`config.mk`:
```
export PLATFORM = sky130hd
export DESIGN_NAME = bgra32_to_bgr24_flip_packer
export DESIGN_NICKNAME = d
export VERILOG_FILES = /design/src/hw/rtl/bbp_pkg.sv /design/src/hw/rtl/bbp_cfg.sv /design/src/hw/rtl/bbp_core.sv /design/src/hw/rtl/bbp_outq.sv /design/src/hw/rtl/bgra32_to_bgr24_flip_packer.sv
export SDC_FILE = /design/constraint.sdc
export NUM_CORES = 1
export LEC_CHECK = 0
export BUFFER_PORTS_ARGS = -buffer_cell sky130_fd_sc_hd__clkbuf_2
export CORE_MARGIN = 2
export CORE_UTILIZATION = 62
export CTS_CLUSTER_SIZE = 24
export DETAILED_ROUTE_END_ITERATION = 6
export PLACE_DENSITY = 0.8
export SLEW_MARGIN = 20
export SYNTH_ARGS = -nofsm -noshare
export SYNTH_HDL_FRONTEND = slang
export SYNTH_HIERARCHICAL = 1
export SYNTH_SLANG_ARGS = --single-unit
```
`constraint.sdc`:
```
create_clock -name clk -period 12.1 [get_ports clk]
set_input_delay 1.815 -clock clk [delete_from_list [all_inputs] [get_ports clk]]
set_output_delay 1.815 -clock clk [all_outputs]
set_load 0.005 [all_outputs]
```
`src/hw/rtl/bbp_pkg.sv`:
```
// bbp_pkg: shared types, constants and reset values for the bgra32 to bgr24 packer
// used by bbp_cfg, bbp_core, bbp_outq and bgra32_to_bgr24_flip_packer
// no dependencies
package bbp_pkg;

  localparam int MAX_WIDTH_DEF  = 4096;
  localparam int MAX_HEIGHT_DEF = 4096;
  localparam int ADDR_BITS_DEF  = 26;

  localparam int CFG_DATA_W = 16;
  localparam int CFG_IDX_W  = 2;

  localparam logic [CFG_IDX_W-1:0] REG_FRAME_WIDTH  = 2'd0;
  localparam logic [CFG_IDX_W-1:0] REG_FRAME_HEIGHT = 2'd1;
  localparam logic [CFG_IDX_W-1:0] REG_DEST_STRIDE  = 2'd2;
  localparam logic [CFG_IDX_W-1:0] REG_SOURCE_PITCH = 2'd3;

  localparam logic [12:0] RST_WIDTH  = 13'd640;
  localparam logic [12:0] RST_HEIGHT = 13'd480;
  localparam logic [14:0] RST_STRIDE = 15'd1920;
  localparam logic [15:0] RST_PITCH  = 16'd2560;

  // (height - 1) * stride for the reset configuration
  localparam logic [31:0] RST_FIRST_BASE = 32'((480 - 1) * 1920);

  localparam logic [14:0] PIX_BYTES = 15'd3;

  localparam int OUTQ_DEPTH = 4;

  typedef struct packed {
    logic        ok;
    logic        pad_zero;
    logic [14:0] pad;
    logic [12:0] width;
    logic [12:0] height;
    logic [14:0] stride;
  } cfg_t;

  typedef struct packed {
    logic        write_valid;
    logic [25:0] write_address;
    logic [23:0] write_data;
    logic [14:0] byte_count;
    logic        row_end;
    logic        frame_end;
    logic        config_error;
    logic        last_of_item;
  } res_t;

endpackage

```
`src/hw/rtl/bbp_cfg.sv`:
```
// bbp_cfg: configuration registers, validity check and derived row values
// depends on bbp_pkg
module bbp_cfg #(
  parameter int MAX_WIDTH  = bbp_pkg::MAX_WIDTH_DEF,
  parameter int MAX_HEIGHT = bbp_pkg::MAX_HEIGHT_DEF,
  parameter int ADDR_BITS  = bbp_pkg::ADDR_BITS_DEF
) (
  input  logic                             clk,
  input  logic                             rst_n,
  input  logic                             cfg_we,
  input  logic [bbp_pkg::CFG_IDX_W-1:0]    cfg_index,
  input  logic [bbp_pkg::CFG_DATA_W-1:0]   cfg_data,
  output bbp_pkg::cfg_t                    cfg_o,
  output logic                             restart,
  output logic [ADDR_BITS-1:0]             base_nxt,
  output logic [ADDR_BITS-1:0]             first_base
);

  logic [12:0] width_r, width_nxt;
  logic [12:0] height_r, height_nxt;
  logic [14:0] stride_r, stride_nxt;
  logic [15:0] pitch_r, pitch_nxt;
  logic        ok_r, ok_nxt;
  logic        pad_zero_r, pad_zero_nxt;
  logic [14:0] pad_r, pad_nxt;
  logic [ADDR_BITS-1:0] first_base_r;

  logic [15:0] three_w;
  logic [15:0] min_stride;
  logic [15:0] stride_ext;
  logic [12:0] h_m1;
  logic [27:0] prod;
  logic [31:0] prod32;

  always_comb begin
    width_nxt  = width_r;
    height_nxt = height_r;
    stride_nxt = stride_r;
    pitch_nxt  = pitch_r;
    if (cfg_we) begin
      unique case (cfg_index)
        bbp_pkg::REG_FRAME_WIDTH:  width_nxt  = cfg_data[12:0];
        bbp_pkg::REG_FRAME_HEIGHT: height_nxt = cfg_data[12:0];
        bbp_pkg::REG_DEST_STRIDE:  stride_nxt = cfg_data[14:0];
        bbp_pkg::REG_SOURCE_PITCH: pitch_nxt  = cfg_data;
        default: ;
      endcase
    end
  end

  // minimum stride is 3*width rounded up to a multiple of four bytes
  always_comb begin
    three_w      = {2'b00, width_nxt, 1'b0} + {3'b000, width_nxt};
    min_stride   = (three_w + 16'd3) & ~16'd3;
    stride_ext   = {1'b0, stride_nxt};
    ok_nxt       = (width_nxt != 13'd0) && (height_nxt != 13'd0) &&
                   ({3'b000, width_nxt} <= 16'(MAX_WIDTH)) &&
                   ({3'b000, height_nxt} <= 16'(MAX_HEIGHT)) &&
                   (pitch_nxt != 16'd0) && (pitch_nxt >= {1'b0, width_nxt, 2'b00}) &&
                   (stride_ext >= min_stride);
    pad_nxt      = 15'(stride_ext - three_w);
    pad_zero_nxt = (stride_ext == three_w);
    h_m1         = (height_nxt == 13'd0) ? 13'd0 : height_nxt - 13'd1;
    prod         = 28'(h_m1) * 28'(stride_nxt);
    prod32       = 32'(prod);
    base_nxt     = prod32[ADDR_BITS-1:0];
  end

  always_ff @(posedge clk) begin
    if (!rst_n) begin
      width_r      <= bbp_pkg::RST_WIDTH;
      height_r     <= bbp_pkg::RST_HEIGHT;
      stride_r     <= bbp_pkg::RST_STRIDE;
      pitch_r      <= bbp_pkg::RST_PITCH;
      ok_r         <= 1'b1;
      pad_zero_r   <= 1'b1;
      pad_r        <= 15'd0;
      first_base_r <= bbp_pkg::RST_FIRST_BASE[ADDR_BITS-1:0];
    end else begin
      width_r      <= width_nxt;
      height_r     <= height_nxt;
      stride_r     <= stride_nxt;
      pitch_r      <= pitch_nxt;
      ok_r         <= ok_nxt;
      pad_zero_r   <= pad_zero_nxt;
      pad_r        <= pad_nxt;
      first_base_r <= base_nxt;
    end
  end

  assign cfg_o.ok       = ok_r;
  assign cfg_o.pad_zero = pad_zero_r;
  assign cfg_o.pad      = pad_r;
  assign cfg_o.width    = width_r;
  assign cfg_o.height   = height_r;
  assign cfg_o.stride   = stride_r;
  assign restart        = cfg_we;
  assign first_base     = first_base_r;

endmodule

```
`src/hw/rtl/bbp_core.sv`:
```
// bbp_core: column/row counters, bottom-up address tracking and result building
// depends on bbp_pkg; configuration comes from bbp_cfg
module bbp_core #(
  parameter int MAX_WIDTH  = bbp_pkg::MAX_WIDTH_DEF,
  parameter int MAX_HEIGHT = bbp_pkg::MAX_HEIGHT_DEF,
  parameter int ADDR_BITS  = bbp_pkg::ADDR_BITS_DEF
) (
  input  logic                 clk,
  input  logic                 rst_n,
  input  logic                 accept,
  input  logic [31:0]          pixel_word,
  input  bbp_pkg::cfg_t        cfg,
  input  logic                 restart,
  input  logic [ADDR_BITS-1:0] base_nxt,
  input  logic [ADDR_BITS-1:0] first_base,
  output bbp_pkg::res_t        res0,
  output bbp_pkg::res_t        res1,
  output logic                 two
);

  localparam int COL_W = (MAX_WIDTH > 1) ? $clog2(MAX_WIDTH) : 1;
  localparam int ROW_W = (MAX_HEIGHT > 1) ? $clog2(MAX_HEIGHT) : 1;

  logic [COL_W-1:0]     col_r, col_nxt;
  logic [ROW_W-1:0]     row_r, row_nxt;
  logic [ADDR_BITS-1:0] row_base_r, row_base_nxt;
  logic [ADDR_BITS-1:0] pix_addr_r, pix_addr_nxt;

  logic [15:0]          col_inc;
  logic [15:0]          row_inc;
  logic                 last_col;
  logic                 last_row;
  logic [ADDR_BITS-1:0] fill_addr;
  logic [ADDR_BITS-1:0] prev_base;
  logic [31:0]          pix_addr32;
  logic [31:0]          fill_addr32;

  always_comb begin
    col_inc     = 16'(col_r) + 16'd1;
    row_inc     = 16'(row_r) + 16'd1;
    last_col    = col_inc >= {3'b000, cfg.width};
    last_row    = row_inc >= {3'b000, cfg.height};
    fill_addr   = pix_addr_r + ADDR_BITS'(bbp_pkg::PIX_BYTES);
    prev_base   = row_base_r - ADDR_BITS'(cfg.stride);
    pix_addr32  = 32'(pix_addr_r);
    fill_addr32 = 32'(fill_addr);
  end

  // pixel write, or the error result when the configuration is bad
  always_comb begin
    res0 = '0;
    if (!cfg.ok) begin
      res0.config_error = 1'b1;
      res0.last_of_item = 1'b1;
    end else begin
      res0.write_valid   = 1'b1;
      res0.write_address = pix_addr32[25:0];
      res0.write_data    = pixel_word[23:0];
      res0.byte_count    = bbp_pkg::PIX_BYTES;
      res0.row_end       = last_col && cfg.pad_zero;
      res0.frame_end     = last_col && cfg.pad_zero && last_row;
      res0.last_of_item  = !last_col || cfg.pad_zero;
    end
  end

  // padding fill after the last pixel of a row
  always_comb begin
    res1               = '0;
    res1.write_valid   = 1'b1;
    res1.write_address = fill_addr32[25:0];
    res1.byte_count    = cfg.pad;
    res1.row_end       = 1'b1;
    res1.frame_end     = last_row;
    res1.last_of_item  = 1'b1;
    two                = cfg.ok && last_col && !cfg.pad_zero;
  end

  always_comb begin
    col_nxt      = col_r;
    row_nxt      = row_r;
    row_base_nxt = row_base_r;
    pix_addr_nxt = pix_addr_r;
    if (restart) begin
      col_nxt      = '0;
      row_nxt      = '0;
      row_base_nxt = base_nxt;
      pix_addr_nxt = base_nxt;
    end else if (accept && cfg.ok) begin
      if (!last_col) begin
        col_nxt      = COL_W'(col_inc);
        pix_addr_nxt = fill_addr;
      end else begin
        col_nxt = '0;
        if (last_row) begin
          row_nxt      = '0;
          row_base_nxt = first_base;
          pix_addr_nxt = first_base;
        end else begin
          row_nxt      = ROW_W'(row_inc);
          row_base_nxt = prev_base;
          pix_addr_nxt = prev_base;
        end
      end
    end
  end

  always_ff @(posedge clk) begin
    if (!rst_n) begin
      col_r      <= '0;
      row_r      <= '0;
      row_base_r <= bbp_pkg::RST_FIRST_BASE[ADDR_BITS-1:0];
      pix_addr_r <= bbp_pkg::RST_FIRST_BASE[ADDR_BITS-1:0];
    end else begin
      col_r      <= col_nxt;
      row_r      <= row_nxt;
      row_base_r <= row_base_nxt;
      pix_addr_r <= pix_addr_nxt;
    end
  end

endmodule

```
`src/hw/rtl/bbp_outq.sv`:
```
// bbp_outq: small result queue taking up to two results a cycle, one out
// depends on bbp_pkg
module bbp_outq (
  input  logic          clk,
  input  logic          rst_n,
  input  logic          push,
  input  logic          push_two,
  input  bbp_pkg::res_t res0,
  input  bbp_pkg::res_t res1,
  input  logic          pop,
  output logic          not_empty,
  output logic          full,
  output bbp_pkg::res_t head
);

  localparam int PTR_W = $clog2(bbp_pkg::OUTQ_DEPTH);
  localparam int CNT_W = PTR_W + 1;

  bbp_pkg::res_t    q_r [bbp_pkg::OUTQ_DEPTH];
  logic [PTR_W-1:0] head_r, head_nxt;
  logic [PTR_W-1:0] tail_r, tail_nxt;
  logic [PTR_W-1:0] tail_p1;
  logic [CNT_W-1:0] count_r, count_nxt;
  logic [CNT_W-1:0] n_push;

  always_comb begin
    tail_p1   = tail_r + PTR_W'(1);
    n_push    = push ? (push_two ? CNT_W'(2) : CNT_W'(1)) : '0;
    tail_nxt  = tail_r + PTR_W'(n_push);
    head_nxt  = pop ? head_r + PTR_W'(1) : head_r;
    count_nxt = count_r + n_push - (pop ? CNT_W'(1) : CNT_W'(0));
  end

  always_ff @(posedge clk) begin
    if (!rst_n) begin
      head_r  <= '0;
      tail_r  <= '0;
      count_r <= '0;
    end else begin
      head_r  <= head_nxt;
      tail_r  <= tail_nxt;
      count_r <= count_nxt;
    end
  end

  always_ff @(posedge clk) begin
    if (push) begin
      q_r[tail_r] <= res0;
    end
    if (push && push_two) begin
      q_r[tail_p1] <= res1;
    end
  end

  // room for two results is kept whenever a request may be taken
  assign full      = count_r > CNT_W'(bbp_pkg::OUTQ_DEPTH - 2);
  assign not_empty = count_r != '0;
  assign head      = q_r[head_r];

endmodule

```
`src/hw/rtl/bgra32_to_bgr24_flip_packer.sv`:
```
// bgra32_to_bgr24_flip_packer: top level of the bgra32 to bottom-up bgr24 packer
// depends on bbp_pkg, bbp_cfg, bbp_core, bbp_outq
//
// Usage:
//   in_*  : one 32-bit bgra pixel per request, top-down, left to right
//   out_* : destination writes (3-byte bgr pixel, or a zero fill for row padding)
//           or a single config_error result per pixel when the setup is invalid
//   cfg_* : register writes (0 width, 1 height, 2 stride, 3 pitch), each one
//           restarts the frame; write only while no request is in flight
// Output path: a pixel's results are written into the result queue when it is taken
// Throughput: one pixel per cycle while in_stall is low; the last pixel of a padded row makes two
//   results, so a row of w pixels gives w+1 results. A four-entry result
//   queue absorbs this and raises in_stall when fewer than two slots are free.
// Reset: synchronous active-low; registers return to 640x480, stride 1920,
//   pitch 2560, and counters start at the top row of the frame.
// Receiver stall: results wait in the queue with out_valid held; the input
//   keeps accepting until the queue is nearly full.
module bgra32_to_bgr24_flip_packer #(
  parameter int MAX_WIDTH  = bbp_pkg::MAX_WIDTH_DEF,
  parameter int MAX_HEIGHT = bbp_pkg::MAX_HEIGHT_DEF,
  parameter int ADDR_BITS  = bbp_pkg::ADDR_BITS_DEF
) (
  input  logic                           clk,
  input  logic                           rst_n,
  input  logic                           in_valid,
  output logic                           in_stall,
  input  logic [31:0]                    in_pixel_word,
  output logic                           out_valid,
  input  logic                           out_stall,
  output logic                           out_write_valid,
  output logic [25:0]                    out_write_address,
  output logic [23:0]                    out_write_data,
  output logic [14:0]                    out_byte_count,
  output logic                           out_row_end,
  output logic                           out_frame_end,
  output logic                           out_config_error,
  output logic                           out_last_of_item,
  input  logic                           cfg_we,
  input  logic [bbp_pkg::CFG_IDX_W-1:0]  cfg_index,
  input  logic [bbp_pkg::CFG_DATA_W-1:0] cfg_data
);

  bbp_pkg::cfg_t        cfg;
  bbp_pkg::res_t        res0;
  bbp_pkg::res_t        res1;
  bbp_pkg::res_t        head;
  logic                 restart;
  logic [ADDR_BITS-1:0] base_nxt;
  logic [ADDR_BITS-1:0] first_base;
  logic                 accept;
  logic                 two;
  logic                 q_full;
  logic                 q_not_empty;
  logic                 pop;

  assign accept    = in_valid && !q_full;
  assign pop       = q_not_empty && !out_stall;
  assign in_stall  = q_full;
  assign out_valid = q_not_empty;

  bbp_cfg #(
    .MAX_WIDTH  (MAX_WIDTH),
    .MAX_HEIGHT (MAX_HEIGHT),
    .ADDR_BITS  (ADDR_BITS)
  ) u_cfg (
    .clk        (clk),
    .rst_n      (rst_n),
    .cfg_we     (cfg_we),
    .cfg_index  (cfg_index),
    .cfg_data   (cfg_data),
    .cfg_o      (cfg),
    .restart    (restart),
    .base_nxt   (base_nxt),
    .first_base (first_base)
  );

  bbp_core #(
    .MAX_WIDTH  (MAX_WIDTH),
    .MAX_HEIGHT (MAX_HEIGHT),
    .ADDR_BITS  (ADDR_BITS)
  ) u_core (
    .clk        (clk),
    .rst_n      (rst_n),
    .accept     (accept),
    .pixel_word (in_pixel_word),
    .cfg        (cfg),
    .restart    (restart),
    .base_nxt   (base_nxt),
    .first_base (first_base),
    .res0       (res0),
    .res1       (res1),
    .two        (two)
  );

  bbp_outq u_outq (
    .clk       (clk),
    .rst_n     (rst_n),
    .push      (accept),
    .push_two  (two),
    .res0      (res0),
    .res1      (res1),
    .pop       (pop),
    .not_empty (q_not_empty),
    .full      (q_full),
    .head      (head)
  );

  assign out_write_valid   = head.write_valid;
  assign out_write_address = head.write_address;
  assign out_write_data    = head.write_data;
  assign out_byte_count    = head.byte_count;
  assign out_row_end       = head.row_end;
  assign out_frame_end     = head.frame_end;
  assign out_config_error  = head.config_error;
  assign out_last_of_item  = head.last_of_item;

  a_err_single: assert property (@(posedge clk) disable iff (!rst_n)
    (accept && !cfg.ok) |-> !two)
    else $error("error result paired with a fill");

  a_fill_split: assert property (@(posedge clk) disable iff (!rst_n)
    (accept && two) |-> (!res0.last_of_item && !res0.row_end && res1.row_end))
    else $error("row end flags misplaced around fill");

  a_err_no_write: assert property (@(posedge clk) disable iff (!rst_n)
    (out_valid && out_config_error) |-> !out_write_valid)
    else $error("config error result carries a write");

  a_empty_after_reset: assert property (@(posedge clk) disable iff (!rst_n)
    $past(!rst_n) |-> !out_valid)
    else $error("results present right after reset");

endmodule
```
== After elaboration in Yosys (flattened, before gate mapping) ==
Memories as Yosys holds them, arrays and structs flattened. A register that Yosys moved wholly into a read port is not among the register bits.
Index checks and enable logic that the tools add are counted.

* Add/sub/neg operators: 13
* Multiply operators: 1
* Magnitude comparators: 7
* Equal/unequal tests: 4
* Muxes and demuxes: 30
* Bitwise gates (word level): 1
* Reduce and logical (&&, ||, !) cells: 30

{| class="wikitable"
|+ Operator list
! cell !! number
|-
| $mux 26 || 7
|-
| $mux 68 || 1
|-
| $mux 13 || 5
|-
| $ge 16x13->1 || 2
|-
| $mux 16 || 2
|-
| $mux 15 || 2
|-
| $add 12x1->13 const B || 2
|-
| $add 26x2->26 const B || 1
|-
| $le 13x13->1 const B || 2
|-
| $mul 13x15->26 || 1
|-
| $reduce_bool 13->1 || 2
|-
| $sub 26x15->26 || 1
|-
| $mux 12 || 2
|-
| $add 16x2->16 const B || 1
|-
| $eq 15x16->1 || 1
|-
| $ge 15x16->1 || 1
|-
| $ge 16x15->1 || 1
|-
| $reduce_bool 16->1 || 1
|-
| $add 14x13->15 || 1
|-
| $sub 15x15->15 || 1
|-
| $logic_and 1x1->1 || 14
|-
| $logic_not 13->1 || 1
|-
| $sub 13x1->13 const B || 1
|-
| $mux 1 || 7
|-
| other kinds (17) || 26
|}

* Register bits: 183
* RAM bits: 280
* Bits of input ports: 55
* Output and inout port bits: 72
* Logic and storage cells: 102
* Memories: 1

{| class="wikitable"
|+ Memories
! memory !! words !! bits a word !! read ports !! clocked after memory_dff !! write ports !! RTL line !! RTL
|-
| u_outq.q_r || 4 || 70 || 1 || 1 || 2 || bbp_outq.sv:19 || <nowiki>bbp_pkg::res_t q_r [bbp_pkg::OUTQ_DEPTH];</nowiki>
|}

== Longest topological paths before layout ==
* Word-level depth: 10
* Gate-level depth with buffers: 35

== Cells and area by module ==
Netlist, hierarchy kept.

{| class="wikitable"
|+ Modules (own cells, without submodules)
! module !! instances !! cells an instance !! area an instance (um2) !! sequential area each (um2)
|-
| bbp_outq || 1 || 731 || 14136.1 || 8588.2
|-
| bbp_cfg || 1 || 1384 || 11886.4 || 2001.9
|-
| bbp_core || 1 || 915 || 6707.7 || 1521.5
|-
| bgra32_to_bgr24_flip_packer || 1 || 2 || 27.5 || 0.0
|}

== Worst setup path before layout ==
OpenSTA, ideal clock, no wires.

* Kind: input to register
* Start point: input port cfg_index[1] (netlist name)
* End point: register u_core.pix_addr_r[21]
* Library setup time: 125 ps
* Arrival time: 9213 ps
* Required time: 11975 ps
* Path slack: 2762 ps
* Stages on the path: 30
* Buffers on the path: 2
* Path through: and3b_1 -> buf_4 -> clkbuf_1 -> mux2i_1 -> ha_1 -> nand4b_2 -> a221o_1 -> nor2_1 -> xnor2_1 -> nand2_1 -> nor2_1 -> fa_1 -> fa_1 -> fa_1 -> fa_1 -> inv_1 -> fa_1 -> inv_1 -> ha_1 -> a21oi_1 -> a21boi_0 -> a211oi_1 -> a32oi_1 -> a21o_1 -> a21oi_1 -> xnor2_1 -> nand2_1 -> o21ai_0 -> a32oi_1 -> o21ai_0

* Longest elaborated chain between the ends: 7
* Elaborated cells on any way between the ends: 11
* Classes of those cells: add/sub (1); mul (1); eq/ne (2); mux (6); reduce/logical (1)

{| class="wikitable"
|+ Ends and longest elaborated chain
! item !! RTL line !! RTL
|-
| start: declaration || bgra32_to_bgr24_flip_packer.sv:39 || <nowiki>input logic [bbp_pkg::CFG_IDX_W-1:0] cfg_index,</nowiki>
|-
| $eq 2x1->1 || bbp_cfg.sv:41 || <nowiki>unique case (cfg_index)</nowiki>
|-
| $mux 13 || bbp_cfg.sv:41 ||
|-
| $mux 13 || bbp_cfg.sv:40 || <nowiki>if (cfg_we) begin</nowiki>
|-
| $sub 13x1->13 / $logic_not 13->1 (equally long branches) || bbp_cfg.sv:63 || <nowiki>h_m1 = (height_nxt == 13'd0) ? 13'd0 : height_nxt - 13'd1;</nowiki>
|-
| $mux 13 || bbp_cfg.sv:63 ||
|-
| $mul 13x15->26 (*) || bbp_cfg.sv:64 || <nowiki>prod = 28'(h_m1) * 28'(stride_nxt);</nowiki>
|-
| net base_nxt[21] || bgra32_to_bgr24_flip_packer.sv:48 || <nowiki>logic [ADDR_BITS-1:0] base_nxt;</nowiki>
|-
| $mux 26 (*) || bbp_core.sv:83 || <nowiki>if (restart) begin</nowiki>
|-
| end signal: assignment || bbp_core.sv:112 || <nowiki>pix_addr_r <= bbp_pkg::RST_FIRST_BASE[ADDR_BITS-1:0];</nowiki>
|-
| end signal: assignment || bbp_core.sv:117 || <nowiki>pix_addr_r <= pix_addr_nxt;</nowiki>
|-
| end: declaration || bbp_core.sv:27 || <nowiki>logic [ADDR_BITS-1:0] pix_addr_r, pix_addr_nxt;</nowiki>
|}

The timed path passes the listed nets; every way through them passes the cells marked *.
A chain may end at the register's enable or synchronous reset.

== Final worst setup path ==
Ends and elaborated chain as after synthesis.

==> flow_summary.toml <==
[worst_setup_path]
path_max_fanout = 18
crit_required_ns = 12.56
worst_setup_path_end_kind = "flip-flop"
critPathSlowestCell = "and2_1"
cp-start-kind = "input pin"
cpPeakStageDelay_ns = 0.61
crit_type = "in2reg"
crit_arrival_ns = 10.64
critPathMostFrequentCell = "fa_1"

[routing]
drc = 0
num_vias = 23400
ant_nets = 0
dr.pass1.iters = 6
drt_wl_total_microns = 82900
drt_iter0_markers = 2061
viasPerCell = 6.14
wl_per_cell_microns = 21.7

[global_route]
grt_pass1_vias = 24000
grt_pass1_wl_microns = 131000
track_usage = 0.306
grt_overflow = 0
grt_antenna_before_repair = 1
grt_max_degree = 66

[logic_synthesis]
ys_async_sr_fraction = 0
yosysTopAreaCell = "edfxtp_1"
synth_area_sq_um = 32800
synth_cell_types = 97
ys_ff_latch = 465
syn_inst = 3032
synthFlopType = "edfxtp_1"
synth.yosys.seq_area_share = 0.370
synthDominantCellAreaShare = 0.257
synth-edff-count = 280
ys_warn_count = 6
synth.avg_cell_area_sq_um = 10.8
synthTopCellsByArea = "edfxtp_1 (26%), dfxtp_1 (11%), mux2_2 (9.1%), fa_1 (8.9%), ha_1 (6.6%)"

[power_and_ir_drop]
irDropWorstVdd_mv = 0.224
power.share.clock = 0.207
power.internal_mw = 4.33
power_density_nw_per_um2 = 205
seq_power_share = 0.296
combPwrFrac = 0.497
power_mw = 7.18
leakage_nw = 14.8
power.switching_mw = 2.85
p_sw_frac = 0.397

[die]
die_y_microns = 234
ios = 127
initial_core_util = 0.625
die-width_microns = 234
die_area_sq_um = 54700
core_area_sq_um = 52400
rows = 84

[finish]
diodes = 0
layout.nets = 3458
area_delta_synth_final_pct = 6.92
fillers = 3965
drive_gt1_frac = 0.197

[clocking]
htree_levels = 2
cts.sinks = 465
cts_tree = "done"
post_cts_buffers = 0
cts_root_buffer = "clkbuf_16"
clk_path_buf_depth = 3
clkTransAtPathRegs_ns = 0.06
cts_hold_buf = 0
cts_resized = 0
clock_latency_ns = 0.60
cts_buffers = 50

[timing]
holdWs_ns = 0.472
maxSlewViolCount = 0
tightest_slew_ns = 1.09
finalClockSkew_ns = 0.0238
period_needed_ns = 10.18
fmaxAchievable_mhz = 98.2
grt_setup_unrepaired = "false"
finalSetupTns_ns = 0
relSlewSlack = 0.272
hold_viol = 0
timing.final.crit_share = 0.841
setup_violations = 0

[run_status]
outcome = "finished clean"

[placement]
dp_hpwl_microns = 58800
port_buffers = 118
gp_congestion = 0.996

[run]
drv_cap = 0

[min_path]
worst_hold_path_type = "reg2reg"
## logic make-up after synthesis
group / after synthesis / synth area share
adder cells (fa/ha/maj): 318 / 0.155
AO/OA/AOI/OAI: 409 / 0.0805
AND/OR/NAND/NOR: 809 / 0.122
buffers and inverters: 477 / 0.0702
multiplexers: 419 / 0.167
XOR/XNOR: 133 / 0.0360
flip-flops: 465 / 0.370
other: 2 / 0.000229
## cell usage after synthesis, types with 76 or more instances
cell type and instances:
edfxtp_1 280, o21ai_0 100, nor2_1 233, fa_1 146, mux2_2 264, dfxtp_1 185, nand2_1 234, ha_1 172
xnor2_1 83, and2_1 78, inv_1 274, clkbuf_1 76, a21oi_1 109
## critical path, delay by kind of cell
kind                     cells  cell delay [ns]
adder cells (fa/ha/maj)      7             3.10
multiplexers                 1             0.39
AND/OR/NAND/NOR              6             1.83
buffers and inverters        5             0.59
XOR/XNOR                     1             0.15
AO/OA/AOI/OAI               10             2.74
## cells in the final DEF (no fill, tap or decap), types with 40 or more instances in the layout
| cell type | n |
|---|---|
| nand3_1 | 40 |
| clkbuf_16 | 50 |
| clkbuf_2 | 118 |
| mux2i_1 | 60 |
| mux4_2 | 70 |
| o21ai_0 | 100 |
| and2_1 | 78 |
| dfxtp_1 | 182 |
| edfxtp_1 | 280 |
| nand2_1 | 233 |
| inv_1 | 273 |
| xnor2_1 | 83 |
| xor2_1 | 49 |
| mux2_2 | 264 |
| fa_1 | 146 |
| conb_1 | 41 |
| nor3_1 | 47 |
| ha_1 | 172 |
| nor2_1 | 230 |
| a21oi_1 | 108 |
## metal layers
metal | share of wire | vias to the layer above | wire [microns] | GRT usage
met2 | 0.48 | 964 | 39800 | 0.520
met3 | 0.069 | 172 | 5720 | 0.0455
met1 | 0.42 | 11600 | 34400 | 0.400
met4 | 0.036 | 2 | 2960 | 0.108
met5 | 0.00016 | - | 13 | 0
li1 | - | 10700 | - | -
## final timing paths
path                     startpoint                     to  slack [ns]  cells after the start
hold reg to reg     u_core/col_r[1]        u_core/col_r[1]        0.47                      2
hold / removal      u_core/col_r[1]        u_core/col_r[1]        0.47                      2
setup / recovery       cfg_index[1]  u_core/pix_addr_r[21]        1.92                     30
setup reg to reg  u_cfg/height_r[6]  u_core/pix_addr_r[21]        3.37                     26
## registers in the layout (all words and copies together), names as in the netlist, 13 cells and up, named ones only
signal and flops:
u_cfg/first_base 26, u_cfg/width_r 13, u_cfg/height_r 13, u_outq/q_r 280, u_core/row_base_r 26, u_cfg/pitch_r 16
u_cfg/pad_r 15, u_cfg/stride_r 15, u_core/pix_addr_r 26
## power by group through the flow
stage          logic, mW  registers, mW  clock network [mW]
2_1_floorplan       2.62           2.07                   0
3_3_place_gp        3.39           2.14                   0
3_5_place_dp        3.50           2.16                   0
4_1_cts             3.53           2.13                1.51
5_1_grt             3.95           2.15                1.57
6_report            3.57           2.13                1.49
## cell type report
cell class / count / area [sq um] / share of cell area
Tap cell: 688 / 861 / 0.0246
Timing Repair Buffer: 152 / 846 / 0.0241
Sequential cell: 465 / 12100 / 0.346
Multi-Input combinational cell: 2129 / 18500 / 0.530
Clock inverter: 19 / 174 / 0.00497
Inverter: 287 / 1080 / 0.0308
Clock buffer: 71 / 1400 / 0.0400
## through the flow
| stage | instances | worst slack [ns] | area, sq um | utilization |
|---|---|---|---|---|
| 5_1_grt | 3811 | 1.43 | 35000 | 0.668 |
| 2_1_floorplan | 3071 | 2.76 | 32900 | - |
| 4_1_cts | 3811 | 2.06 | 35000 | 0.668 |
| 3_5_place_dp | 3721 | 1.57 | 33400 | 0.638 |
| 6_report | 3811 | 1.92 | 35000 | 0.668 |
| 3_3_place_gp | 3721 | 1.75 | 33400 | 0.638 |
(Power assumes the default switching activity.)
